[src/hdl/btrem_pkg.sv]
// Package for the beat-synced tremolo: widths, register indexes and the
// command/status bundles between controller and datapath. No dependencies.
package btrem_pkg;

   localparam int SAMPLE_BITS = 24;
   localparam int PHASE_BITS  = 16;

   localparam int ACC_BITS   = 48;
   localparam int DEPTH_BITS = 17;
   localparam int RATE_BITS  = 12;
   localparam int STEP_BITS  = 32;
   localparam int GAIN_BITS  = 17;
   localparam int U_BITS     = 32;
   localparam int DEN_BITS   = 35;
   localparam int SINE_BITS  = 17;

   localparam logic [DEPTH_BITS-1:0] UNITY = DEPTH_BITS'(65536);
   localparam logic [GAIN_BITS-1:0]  MID   = GAIN_BITS'(32768);

   // dividend (acc << 8) bits 55 down to 32-PHASE_BITS
   localparam int DIV1_LSB   = 24 - PHASE_BITS;
   localparam int DIV1_STEPS = ACC_BITS - DIV1_LSB;
   localparam int DIV2_STEPS = SINE_BITS;
   localparam int CNT_BITS   = $clog2(DIV1_STEPS);

   localparam logic [DEPTH_BITS-1:0] DEPTH_RST = DEPTH_BITS'(32768);
   localparam logic [RATE_BITS-1:0]  RATE_RST  = RATE_BITS'(256);
   localparam logic [STEP_BITS-1:0]  STEP_RST  = STEP_BITS'(178957);

   localparam int CSR_IDX_BITS = 2;
   localparam logic [CSR_IDX_BITS-1:0] CSR_DEPTH = 2'd0;
   localparam logic [CSR_IDX_BITS-1:0] CSR_RATE  = 2'd1;
   localparam logic [CSR_IDX_BITS-1:0] CSR_STEP  = 2'd2;

   typedef struct packed {
      logic capture;
      logic div1_step;
      logic sine;
      logic prep;
      logic div2_step;
      logic gain_mul;
      logic gain_fin;
      logic mul_left;
      logic mul_right;
      logic finish;
   } btrem_cmd_type;

   typedef struct packed {
      logic div1_last;
      logic div2_last;
   } btrem_sts_type;

endpackage

[src/hdl/btrem_ctrl.sv]
// Sequencer for the tremolo: walks each sample pair through the datapath
// steps and owns both handshakes. Depends on btrem_pkg.
module btrem_ctrl (
   input  logic                    clock,
   input  logic                    reset,
   input  logic                    req_valid,
   output logic                    req_ready,
   output logic                    rsp_valid,
   input  logic                    rsp_ready,
   input  btrem_pkg::btrem_sts_type sts,
   output btrem_pkg::btrem_cmd_type cmd
);

   typedef enum logic [3:0] {
      ST_IDLE, ST_DIV1, ST_SINE, ST_PREP, ST_DIV2,
      ST_GAIN_MUL, ST_GAIN_FIN, ST_MUL_L, ST_MUL_R, ST_DONE
   } state_type;

   state_type state_ff, state_in;
   logic      rsp_valid_ff, rsp_valid_in;

   assign req_ready = (state_ff == ST_IDLE);
   assign rsp_valid = rsp_valid_ff;

   always_comb begin
      cmd      = '0;
      state_in = state_ff;
      case (state_ff)
         ST_IDLE: begin
            cmd.capture = req_valid;
            if (req_valid) state_in = ST_DIV1;
         end
         ST_DIV1: begin
            cmd.div1_step = 1'b1;
            if (sts.div1_last) state_in = ST_SINE;
         end
         ST_SINE: begin
            cmd.sine = 1'b1;
            state_in = ST_PREP;
         end
         ST_PREP: begin
            cmd.prep = 1'b1;
            state_in = ST_DIV2;
         end
         ST_DIV2: begin
            cmd.div2_step = 1'b1;
            if (sts.div2_last) state_in = ST_GAIN_MUL;
         end
         ST_GAIN_MUL: begin
            cmd.gain_mul = 1'b1;
            state_in = ST_GAIN_FIN;
         end
         ST_GAIN_FIN: begin
            cmd.gain_fin = 1'b1;
            state_in = ST_MUL_L;
         end
         ST_MUL_L: begin
            cmd.mul_left = 1'b1;
            state_in = ST_MUL_R;
         end
         ST_MUL_R: begin
            cmd.mul_right = 1'b1;
            state_in = ST_DONE;
         end
         ST_DONE: begin
            // hold until the output register is free
            cmd.finish = !rsp_valid_ff || rsp_ready;
            if (cmd.finish) state_in = ST_IDLE;
         end
         default: state_in = ST_IDLE;
      endcase
   end

   always_comb begin
      rsp_valid_in = rsp_valid_ff;
      if (cmd.finish)     rsp_valid_in = 1'b1;
      else if (rsp_ready) rsp_valid_in = 1'b0;
   end

   always_ff @(posedge clock) begin
      if (reset) begin
         state_ff     <= ST_IDLE;
         rsp_valid_ff <= 1'b0;
      end else begin
         state_ff     <= state_in;
         rsp_valid_ff <= rsp_valid_in;
      end
   end

endmodule

[src/hdl/btrem_dp.sv]
// Datapath for the tremolo: control registers, beat accumulator, phase and
// sine dividers, gain and sample multipliers, output register. Uses btrem_pkg.
module btrem_dp (
   input  logic                                         clock,
   input  logic                                         reset,
   input  btrem_pkg::btrem_cmd_type                     cmd,
   output btrem_pkg::btrem_sts_type                     sts,
   input  logic                                         csr_valid,
   input  logic [btrem_pkg::CSR_IDX_BITS-1:0]           csr_index,
   input  logic [btrem_pkg::STEP_BITS-1:0]              csr_data,
   input  logic signed [btrem_pkg::SAMPLE_BITS-1:0]     req_left_in,
   input  logic signed [btrem_pkg::SAMPLE_BITS-1:0]     req_right_in,
   input  logic                                         req_load_beat,
   input  logic [btrem_pkg::ACC_BITS-1:0]               req_beat_position,
   output logic signed [btrem_pkg::SAMPLE_BITS-1:0]     rsp_left_out,
   output logic signed [btrem_pkg::SAMPLE_BITS-1:0]     rsp_right_out
);

   localparam int SB  = btrem_pkg::SAMPLE_BITS;
   localparam int PB  = btrem_pkg::PHASE_BITS;
   localparam int D1  = btrem_pkg::DIV1_STEPS;
   localparam int RB  = btrem_pkg::RATE_BITS;
   localparam int DB  = btrem_pkg::DEN_BITS;
   localparam int GB  = btrem_pkg::GAIN_BITS;
   localparam int NB  = btrem_pkg::DEPTH_BITS;
   localparam int UB  = btrem_pkg::U_BITS;
   localparam int CB  = btrem_pkg::CNT_BITS;
   localparam int MB  = SB + GB + 1;

   logic [NB-1:0]                      depth_ff;
   logic [RB-1:0]                      rate_ff;
   logic [btrem_pkg::STEP_BITS-1:0]    step_ff;
   logic [btrem_pkg::ACC_BITS-1:0]     acc_ff;
   logic signed [SB-1:0]               left_ff, right_ff;
   logic [D1-1:0]                      quo_ff;
   logic [RB-1:0]                      rem1_ff;
   logic [UB-1:0]                      u_ff;
   logic [DB-1:0]                      rem2_ff, den_ff;
   logic [btrem_pkg::SINE_BITS-1:0]    s_ff;
   logic [2*NB-1:0]                    gprod_ff;
   logic [GB-1:0]                      gain_ff;
   logic signed [SB-1:0]               res_l_ff, res_r_ff;
   logic signed [SB-1:0]               out_l_ff, out_r_ff;
   logic [CB-1:0]                      cnt_ff;

   logic [btrem_pkg::ACC_BITS-1:0]     acc_src;
   logic [RB-1:0]                      rate_eff;
   logic [RB:0]                        trial1;
   logic                               bit1;
   logic [PB-1:0]                      phase;
   logic [23:0]                        t24;
   logic [24:0]                        tc25;
   logic [48:0]                        uprod;
   logic [DB:0]                        trial2;
   logic                               bit2;
   logic [GB-1:0]                      lfo, lfo_gap;
   logic [NB-1:0]                      d_sat;
   logic signed [SB-1:0]               mul_src;
   logic signed [MB-1:0]               mprod;

   assign rsp_left_out  = out_l_ff;
   assign rsp_right_out = out_r_ff;

   assign sts.div1_last = (cnt_ff == CB'(D1 - 1));
   assign sts.div2_last = (cnt_ff == CB'(btrem_pkg::DIV2_STEPS - 1));

   assign acc_src  = req_load_beat ? req_beat_position : acc_ff;
   assign rate_eff = (rate_ff == '0) ? RB'(1) : rate_ff;

   // phase divider: one quotient bit of (acc << 8) / rate per step
   assign trial1 = {rem1_ff, quo_ff[D1-1]};
   assign bit1   = (trial1 >= {1'b0, rate_eff});
   assign phase  = quo_ff[PB-1:0];

   // t = 2p mod 1 widened to Q0.24, u = t*(1-t)
   assign t24   = 24'({phase[PB-2:0], 1'b0}) << (24 - PB);
   assign tc25  = 25'(1 << 24) - {1'b0, t24};
   assign uprod = {25'd0, t24} * {24'd0, tc25};

   // sine divider: 16u*2^16 / (5*2^32 - 4u), remainder starts at 8u
   assign trial2 = {rem2_ff, 1'b0};
   assign bit2   = (trial2 >= {1'b0, den_ff});

   assign lfo     = phase[PB-1] ? (btrem_pkg::MID - GB'(s_ff[16:1]))
                                : (btrem_pkg::MID + GB'(s_ff[16:1]));
   assign lfo_gap = btrem_pkg::UNITY - lfo;
   assign d_sat   = (depth_ff > btrem_pkg::UNITY) ? btrem_pkg::UNITY : depth_ff;

   assign mul_src = cmd.mul_right ? right_ff : left_ff;
   assign mprod   = MB'(mul_src) * $signed({1'b0, gain_ff});

   always_ff @(posedge clock) begin
      if (reset) begin
         depth_ff <= btrem_pkg::DEPTH_RST;
         rate_ff  <= btrem_pkg::RATE_RST;
         step_ff  <= btrem_pkg::STEP_RST;
         acc_ff   <= '0;
      end else begin
         if (csr_valid) begin
            case (csr_index)
               btrem_pkg::CSR_DEPTH: depth_ff <= csr_data[NB-1:0];
               btrem_pkg::CSR_RATE:  rate_ff  <= csr_data[RB-1:0];
               btrem_pkg::CSR_STEP:  step_ff  <= csr_data;
               default: ;
            endcase
         end
         if (cmd.capture) acc_ff <= acc_src;
         else if (cmd.finish) acc_ff <= acc_ff + btrem_pkg::ACC_BITS'(step_ff);
      end
   end

   always_ff @(posedge clock) begin
      if (cmd.capture) begin
         left_ff  <= req_left_in;
         right_ff <= req_right_in;
         quo_ff   <= acc_src[btrem_pkg::ACC_BITS-1:btrem_pkg::DIV1_LSB];
         rem1_ff  <= '0;
         cnt_ff   <= '0;
      end
      if (cmd.div1_step) begin
         rem1_ff <= bit1 ? RB'(trial1 - {1'b0, rate_eff}) : trial1[RB-1:0];
         quo_ff  <= {quo_ff[D1-2:0], bit1};
         cnt_ff  <= cnt_ff + CB'(1);
      end
      if (cmd.sine) begin
         u_ff   <= uprod[UB+15:16];
         cnt_ff <= '0;
      end
      if (cmd.prep) begin
         rem2_ff <= DB'(u_ff) << 3;
         den_ff  <= (DB'(5) << 32) - (DB'(u_ff) << 2);
      end
      if (cmd.div2_step) begin
         rem2_ff <= bit2 ? DB'(trial2 - {1'b0, den_ff}) : trial2[DB-1:0];
         s_ff    <= {s_ff[15:0], bit2};
         cnt_ff  <= cnt_ff + CB'(1);
      end
      if (cmd.gain_mul) gprod_ff <= d_sat * NB'(lfo_gap);
      if (cmd.gain_fin) gain_ff <= btrem_pkg::UNITY - GB'(gprod_ff[2*NB-1:16]);
      if (cmd.mul_left)  res_l_ff <= mprod[SB+15:16];
      if (cmd.mul_right) res_r_ff <= mprod[SB+15:16];
      if (cmd.finish) begin
         out_l_ff <= res_l_ff;
         out_r_ff <= res_r_ff;
      end
   end

endmodule

[src/hdl/beat_synced_tremolo.sv]
// Channel   Handshake              Payload
// req       req_valid/req_ready    left_in, right_in, load_beat, beat_position
// rsp       rsp_valid/rsp_ready    left_out, right_out
// csr       csr_valid/csr_ready    csr_index (2b), csr_data (32b)
//
// Per sample pair: capture, 40 steps of the restoring phase divider, 17
// steps of the sine divider, then multiply and output; no new pair is
// taken meanwhile. Synchronous active-high reset; csr_ready is always high.
// A result held by rsp_ready low does not block the next input transfer;
// the following result waits in its last step until the output frees up.
// Top level: joins btrem_ctrl and btrem_dp; uses btrem_pkg.
module beat_synced_tremolo (
   input  logic                                     clock,
   input  logic                                     reset,
   input  logic                                     req_valid,
   output logic                                     req_ready,
   input  logic signed [btrem_pkg::SAMPLE_BITS-1:0] req_left_in,
   input  logic signed [btrem_pkg::SAMPLE_BITS-1:0] req_right_in,
   input  logic                                     req_load_beat,
   input  logic [btrem_pkg::ACC_BITS-1:0]           req_beat_position,
   output logic                                     rsp_valid,
   input  logic                                     rsp_ready,
   output logic signed [btrem_pkg::SAMPLE_BITS-1:0] rsp_left_out,
   output logic signed [btrem_pkg::SAMPLE_BITS-1:0] rsp_right_out,
   input  logic                                     csr_valid,
   output logic                                     csr_ready,
   input  logic [btrem_pkg::CSR_IDX_BITS-1:0]       csr_index,
   input  logic [btrem_pkg::STEP_BITS-1:0]          csr_data
);

   btrem_pkg::btrem_cmd_type cmd;
   btrem_pkg::btrem_sts_type sts;

   assign csr_ready = 1'b1;

   btrem_ctrl u_ctrl (
      .clock     (clock),
      .reset     (reset),
      .req_valid (req_valid),
      .req_ready (req_ready),
      .rsp_valid (rsp_valid),
      .rsp_ready (rsp_ready),
      .sts       (sts),
      .cmd       (cmd)
   );

   btrem_dp u_dp (
      .clock             (clock),
      .reset             (reset),
      .cmd               (cmd),
      .sts               (sts),
      .csr_valid         (csr_valid),
      .csr_index         (csr_index),
      .csr_data          (csr_data),
      .req_left_in       (req_left_in),
      .req_right_in      (req_right_in),
      .req_load_beat     (req_load_beat),
      .req_beat_position (req_beat_position),
      .rsp_left_out      (rsp_left_out),
      .rsp_right_out     (rsp_right_out)
   );

endmodule

[config.mk]
export PLATFORM = sky130hd
export DESIGN_NAME = beat_synced_tremolo
export DESIGN_NICKNAME = d
export VERILOG_FILES = /design/src/hdl/btrem_pkg.sv /design/src/hdl/btrem_ctrl.sv /design/src/hdl/btrem_dp.sv /design/src/hdl/beat_synced_tremolo.sv
export SDC_FILE = /design/constraint.sdc
export NUM_CORES = 2
export LEC_CHECK = 0
export BUFFER_PORTS_ARGS = -buffer_cell sky130_fd_sc_hd__buf_2
export CAP_MARGIN = 20
export CELL_PAD_IN_SITES_DETAIL_PLACEMENT = 0
export CELL_PAD_IN_SITES_GLOBAL_PLACEMENT = 1
export CORE_MARGIN = 2
export CORE_UTILIZATION = 35
export CTS_BUF_LIST = sky130_fd_sc_hd__clkbuf_4
export DETAILED_ROUTE_END_ITERATION = 10
export PLACE_DENSITY = 0.72
export REMOVE_ABC_BUFFERS = 1
export SLEW_MARGIN = 20
export SYNTH_ARGS = -nofsm -noshare
export SYNTH_HDL_FRONTEND = slang
export SYNTH_SLANG_ARGS = --single-unit
[constraint.sdc]
create_clock -name clock -period 12.3 [get_ports clock]
set_clock_uncertainty 0.05 [all_clocks]
set_input_delay 0.615 -clock clock [delete_from_list [all_inputs] [get_ports clock]]
set_output_delay 0.615 -clock clock [all_outputs]
set_load 0.01 [all_outputs]
# Word-level counts from Yosys, hierarchy flattened
# Cells that the tools add are included.
# Widths: inputs -> output; s select.
# classes
n_eq_ne	18
n_lt_le_gt_ge	3
mul	3
addsub	10
reduce_logical	15
mux	36
# ops
cell	count
$mux 48	3
$mux 35	3
$mux 40	2
$add 48x32->48	1
$mux 12	4
$mul 24x18->40	1
$pmux 4 s10	1
$mul 15x25->39	1
$ge 36x35->1	1
$sub 35x34->35 const A	1
$sub 35x35->35	1
$mux 17	2
$sub 17x17->17 const A	2
$mul 17x17->33	1
$sub 25x24->25 const A	1
$mux 24	1
$mux 6	4
$add 16x16->17 const A	1
$gt 17x17->1 const B	1
$sub 16x16->17 const A	1
$eq 4x3->1 const B	4
$mux 4	4
$ge 13x12->1	1
$logic_not 12->1	1
20 further kinds	42
# totals
word_cells	107
output_inout_bits	51
regBits	485
inputBits	136

# Depth between registers and ports, before layout
# depth
depth_word	6
ltp_mapped	36
depth_no_buf	34

# By module
# Synthesis repeated with hierarchy kept, for this count alone.
# hier_totals
hier_cells	5482
hier_area_um2	52952.0
# by_module_without_submodules
module	seq_area_each_um2	area_per_inst_um2	cells_each	instances
btrem_dp	12542.0	52584.2	5437	1
btrem_ctrl	100.1	356.6	43	1
beat_synced_tremolo	0.0	11.3	2	1

# Worst setup path after synthesis
# OpenSTA, ideal clock, no wires.
# synth_timing
path_type	flip-flop to flip-flop
start	reg u_ctrl.state_ff[2]
end	reg u_dp.res_l_ff[23] (data pin)
setup_time_ns	0.271
arrival_time_ns	8.588
required_ns	11.979
slack_ns	3.391
stages_incl_launch_ff	26
path_buffers	3
cell_sequence	dfxtp_1 > clkbuf_1 > nand2b_1 > nor3_1 > clkbuf_1 > mux2_2 > clkbuf_1 > nand2_1 > fa_1 > fa_1 > fa_1 > fa_1 > fa_1 > inv_1 > fa_1 > ha_1 > a21o_1 > a21o_1 > a221o_1 > a2111oi_0 > a21boi_1 > o21ai_0 > o41ai_1 > o21bai_1 > a21oi_1 > xnor3_1
# synth_between
elab_chain_len	4
# synth_rtl
item	line_no	text
start, declared	btrem_ctrl.sv:19	state_type state_ff, state_in;
start signal, assigned	btrem_ctrl.sv:85	state_ff <= state_in;
$eq 4x4->1	btrem_ctrl.sv:28	case (state_ff)
$mux 1	btrem_ctrl.sv:28	
$mux 24	btrem_dp.sv:89	assign mul_src = cmd.mul_right ? right_ff : left_ff;
$mul 24x18->40	btrem_dp.sv:90	assign mprod = MB'(mul_src) * $signed({1'b0, gain_ff});
named net u_dp.mprod[39]	btrem_dp.sv:59	logic signed [MB-1:0] mprod;
end signal, assigned	btrem_dp.sv:140	if (cmd.mul_left) res_l_ff <= mprod[SB+15:16];
end, declared	btrem_dp.sv:42	logic signed [SB-1:0] res_l_ff, res_r_ff;
# The timed path passes the listed nets, and every way through them passes these cells.
# A chain may end at the register's enable or synchronous reset.

# Worst setup path in the final report
# layout_timing
start	reg u_dp.s_ff[1] in the netlist's numbering
end	reg u_dp.gprod_ff[32] (data pin)
# layout_between
elab_chain_len	4
# layout_rtl
item	line_no	text
start, declared	btrem_dp.sv:39	logic [btrem_pkg::SINE_BITS-1:0] s_ff;
start signal, assigned	btrem_dp.sv:135	s_ff <= {s_ff[15:0], bit2};
$add 16x16->17 or $sub 16x16->17 (tied branches)	btrem_dp.sv:85, btrem_dp.sv:84	
$mux 17 (*)	btrem_dp.sv:84	assign lfo = phase[PB-1] ? (btrem_pkg::MID - GB'(s_ff[16:1]))
$sub 17x17->17 (*)	btrem_dp.sv:86	assign lfo_gap = btrem_pkg::UNITY - lfo;
$mul 17x17->33 (*)	btrem_dp.sv:138	if (cmd.gain_mul) gprod_ff <= d_sat * NB'(lfo_gap);
end signal, assigned	btrem_dp.sv:138	
end, declared	btrem_dp.sv:40	logic [2*NB-1:0] gprod_ff;
# Mark *: on every way between the ends. The rest lies on a longest branch, timed or not.

==> out/metrics.cfg <==
[synthesis]
synth_area_um2 = 52700
synthFlopType = edfxtp_1
synth-edff-count = 345
seq_area_frac_synth_pct = 24.0
synth_cell_types = 82
ys_warn_count = 0
ys_ff_latch = 459
syn_inst = 5504
synthArstFlopShare_pct = 0
synth_area_per_cell_um2 = 9.58

[clocking]
ctsHtreeMaxLevel = 4
cts_root_buf = clkbuf_4
cts_tree = built
clkTransAtPathRegs_ns = 0.06
cts_buffers = 133
ctsResizeCount = 0
clk_path_buf_depth = 3
clkSinkCount = 459
clock_latency_ns = 1.11
cts_setup_buffers = 0

[detailed_routing]
via_per_inst = 4.90
first_iter_violations = 2288
wire_per_inst_um = 17.2
drc = 0
drtPass1Iterations = 7
vias = 38800
detail-route-antenna-nets = 0
finalWirelength_um = 136000

[placement]
dp_hpwl_um = 104000
portBuffers = 185
place_area_um2 = 55900
gp_congestion = 0.858

[critical_path]
crit_path_max_incr_delay_ns = 0.76
critPathArrivalTime_ns = 10.62
crit_path_top_delay_cell = xnor2_1
end_kind = register
worst_path_most_repeated_cell = fa_1
crit_fanout = 21
path_class = register to register
critPathLaunchType = register
worstPathRequired_ns = 13.02

[sta]
finalCritPeriodShare_pct = 80.5
rsz0062_at_grt = no
tightest_slew_ns = 0.997
report.final.slew_viol_count = 0
setup_violations = 0
min_period_ns = 9.90
fmax_mhz = 101
maxSlewHeadroom_pct = 33.2
setup_tns_ns = 0
hold_viol_final = 0

[global_route]
grt_pass1_wl_um = 223000
gr-total-overflow = 0
antenna_found_initial = 5
grt_start_max_net_pins = 79
grt_pass1_vias = 41500
grt_use_total_pct = 18.3

[hold_path]
hold_path_class = input pin to register

[floorplan]
die_y_um = 392
rows = 142
die_x_um = 392
die-area_um2 = 154000
ios = 187
core_um2 = 150000
start_util_pct = 35.2

[status]
status = complete, no violations

[layout]
final_cell_area_um2 = 59000
nets = 7130
syn2layout_area_growth_pct = 11.9
drive_above_1_share_pct = 8.91

[flow_run]
maxCapViolations = 0

[cell usage in the layout (no fill, tap or decap), types with 158 or more instances in the layout]
cell and n:
a21oi_1 229, and2_1 201, buf_2 184, clkbuf_4 186, edfxtp_1 345, fa_1 789
ha_1 385, inv_1 965, nand2_1 761, nand2b_1 158, nor2_1 277
[state kept, by name (all words and copies together) (netlist names), 30 cells and up]
name and flops:
u_dp.acc_ff 48, u_dp.den_ff 31, u_dp.quo_ff 40, u_dp.rem2_ff 31
u_dp.step_ff 32, u_dp.u_ff 30
[worst paths after layout]
path / from / end / slack [ns] / cells after the start
max: u_dp.s_ff[1] / u_dp.gprod_ff[32] / 2.40 / 30
min: req_right_in[8] / u_dp.right_ff[8] / 0.24 / 2
max reg2reg: u_dp.s_ff[1] / u_dp.gprod_ff[32] / 2.40 / 30
min reg2reg: u_dp.res_r_ff[4] / u_dp.rsp_right_out[4] / 0.36 / 0
[worst max-delay path: cells and delay by family, from the launching register on]
| kind | cells | cell delay, ns |
|---|---|---|
| compound gates | 10 | 2.28 |
| xor+xnor | 2 | 0.85 |
| fa+ha+maj | 8 | 3.80 |
| buf+inv | 4 | 0.39 |
| flops | 1 | 0.72 |
| simple gates | 6 | 1.53 |
[synth_stat cells (8+ instances only)]
master | count | area share [%]
a211oi_1 | 24 | 0.34
a21o_1 | 45 | 0.64
a21oi_1 | 229 | 2.2
a22oi_1 | 27 | 0.38
a31oi_1 | 25 | 0.30
and2_1 | 201 | 2.4
and3_1 | 18 | 0.21
buf_1 | 10 | 0.071
clkbuf_1 | 208 | 1.5
dfxtp_1 | 114 | 4.3
edfxtp_1 | 345 | 20
fa_1 | 789 | 30
ha_1 | 385 | 9.1
inv_1 | 969 | 6.9
mux2_2 | 25 | 0.53
mux2i_1 | 58 | 1.1
nand2_1 | 762 | 5.4
nand2b_1 | 158 | 1.9
nand3_1 | 48 | 0.46
nand4_1 | 21 | 0.25
nor2_1 | 279 | 2.0
nor2b_1 | 78 | 0.93
nor3_1 | 65 | 0.62
nor4_1 | 20 | 0.24
o211ai_1 | 17 | 0.24
o21a_1 | 29 | 0.41
o21ai_0 | 126 | 1.2
o21bai_1 | 23 | 0.33
o22ai_1 | 9 | 0.11
o41ai_1 | 9 | 0.15
or2_2 | 8 | 0.095
or3_1 | 35 | 0.42
or4_1 | 8 | 0.11
xnor2_1 | 146 | 2.4
xor2_1 | 63 | 1.0
[cell type report]
cell class | count | area, um2
clock inverter | 41 | 249
sequential | 459 | 12600
clock buffer | 186 | 1400
antenna | 4 | 10.0
multi-input combinational | 3861 | 35700
tap | 2016 | 2520
fill | 14900 | 90800
inverter | 972 | 3650
timing repair buffer | 393 | 2890
[metrics by stage]
stage / instances / hold slack, ns / util [%] / setup WS (ns)
floorplan: 5292 / 0.350 / - / 1.40
global placement: 7556 / 0.351 / 37.3 / 2.42
detailed placement: 7557 / 0.355 / 37.3 / 2.35
CTS: 7926 / 0.102 / 39.4 / 2.29
global route: 7932 / 0.157 / 39.4 / 1.67
finish: 7932 / 0.235 / 39.4 / 2.40
[cells by family after synthesis]
kind of cell             after synthesis  share of synthesized area [%]
AND/OR/NAND/NOR                     1731                           15.5
buffers and inverters               1197                           8.55
adder cells (fa/ha/maj)             1174                           39.1
AO/OA/AOI/OAI                        646                           7.68
flip-flops                           459                           24.0
XOR/XNOR                             212                           3.58
multiplexers                          83                           1.63
other                                  2                         0.0142
[metal layers]
metal  track usage (%)  vias up  routed length (um)
li1                  -    18100                   -
met1              24.7    19600               61700
met2              30.4      944               64700
met3              2.76      162                7190
met4              5.23        0                2880
met5                 0        -                   0
[timing repair]
action / CTS / global route
setup endpoints to repair: 0 / 0
hold buffers: 142 / 0
hold endpoints to repair: 202 / 0
Power is left out: the tool's default activity adds up to more than one toggle a clock period on the data nets, which glitch-free logic cannot reach.
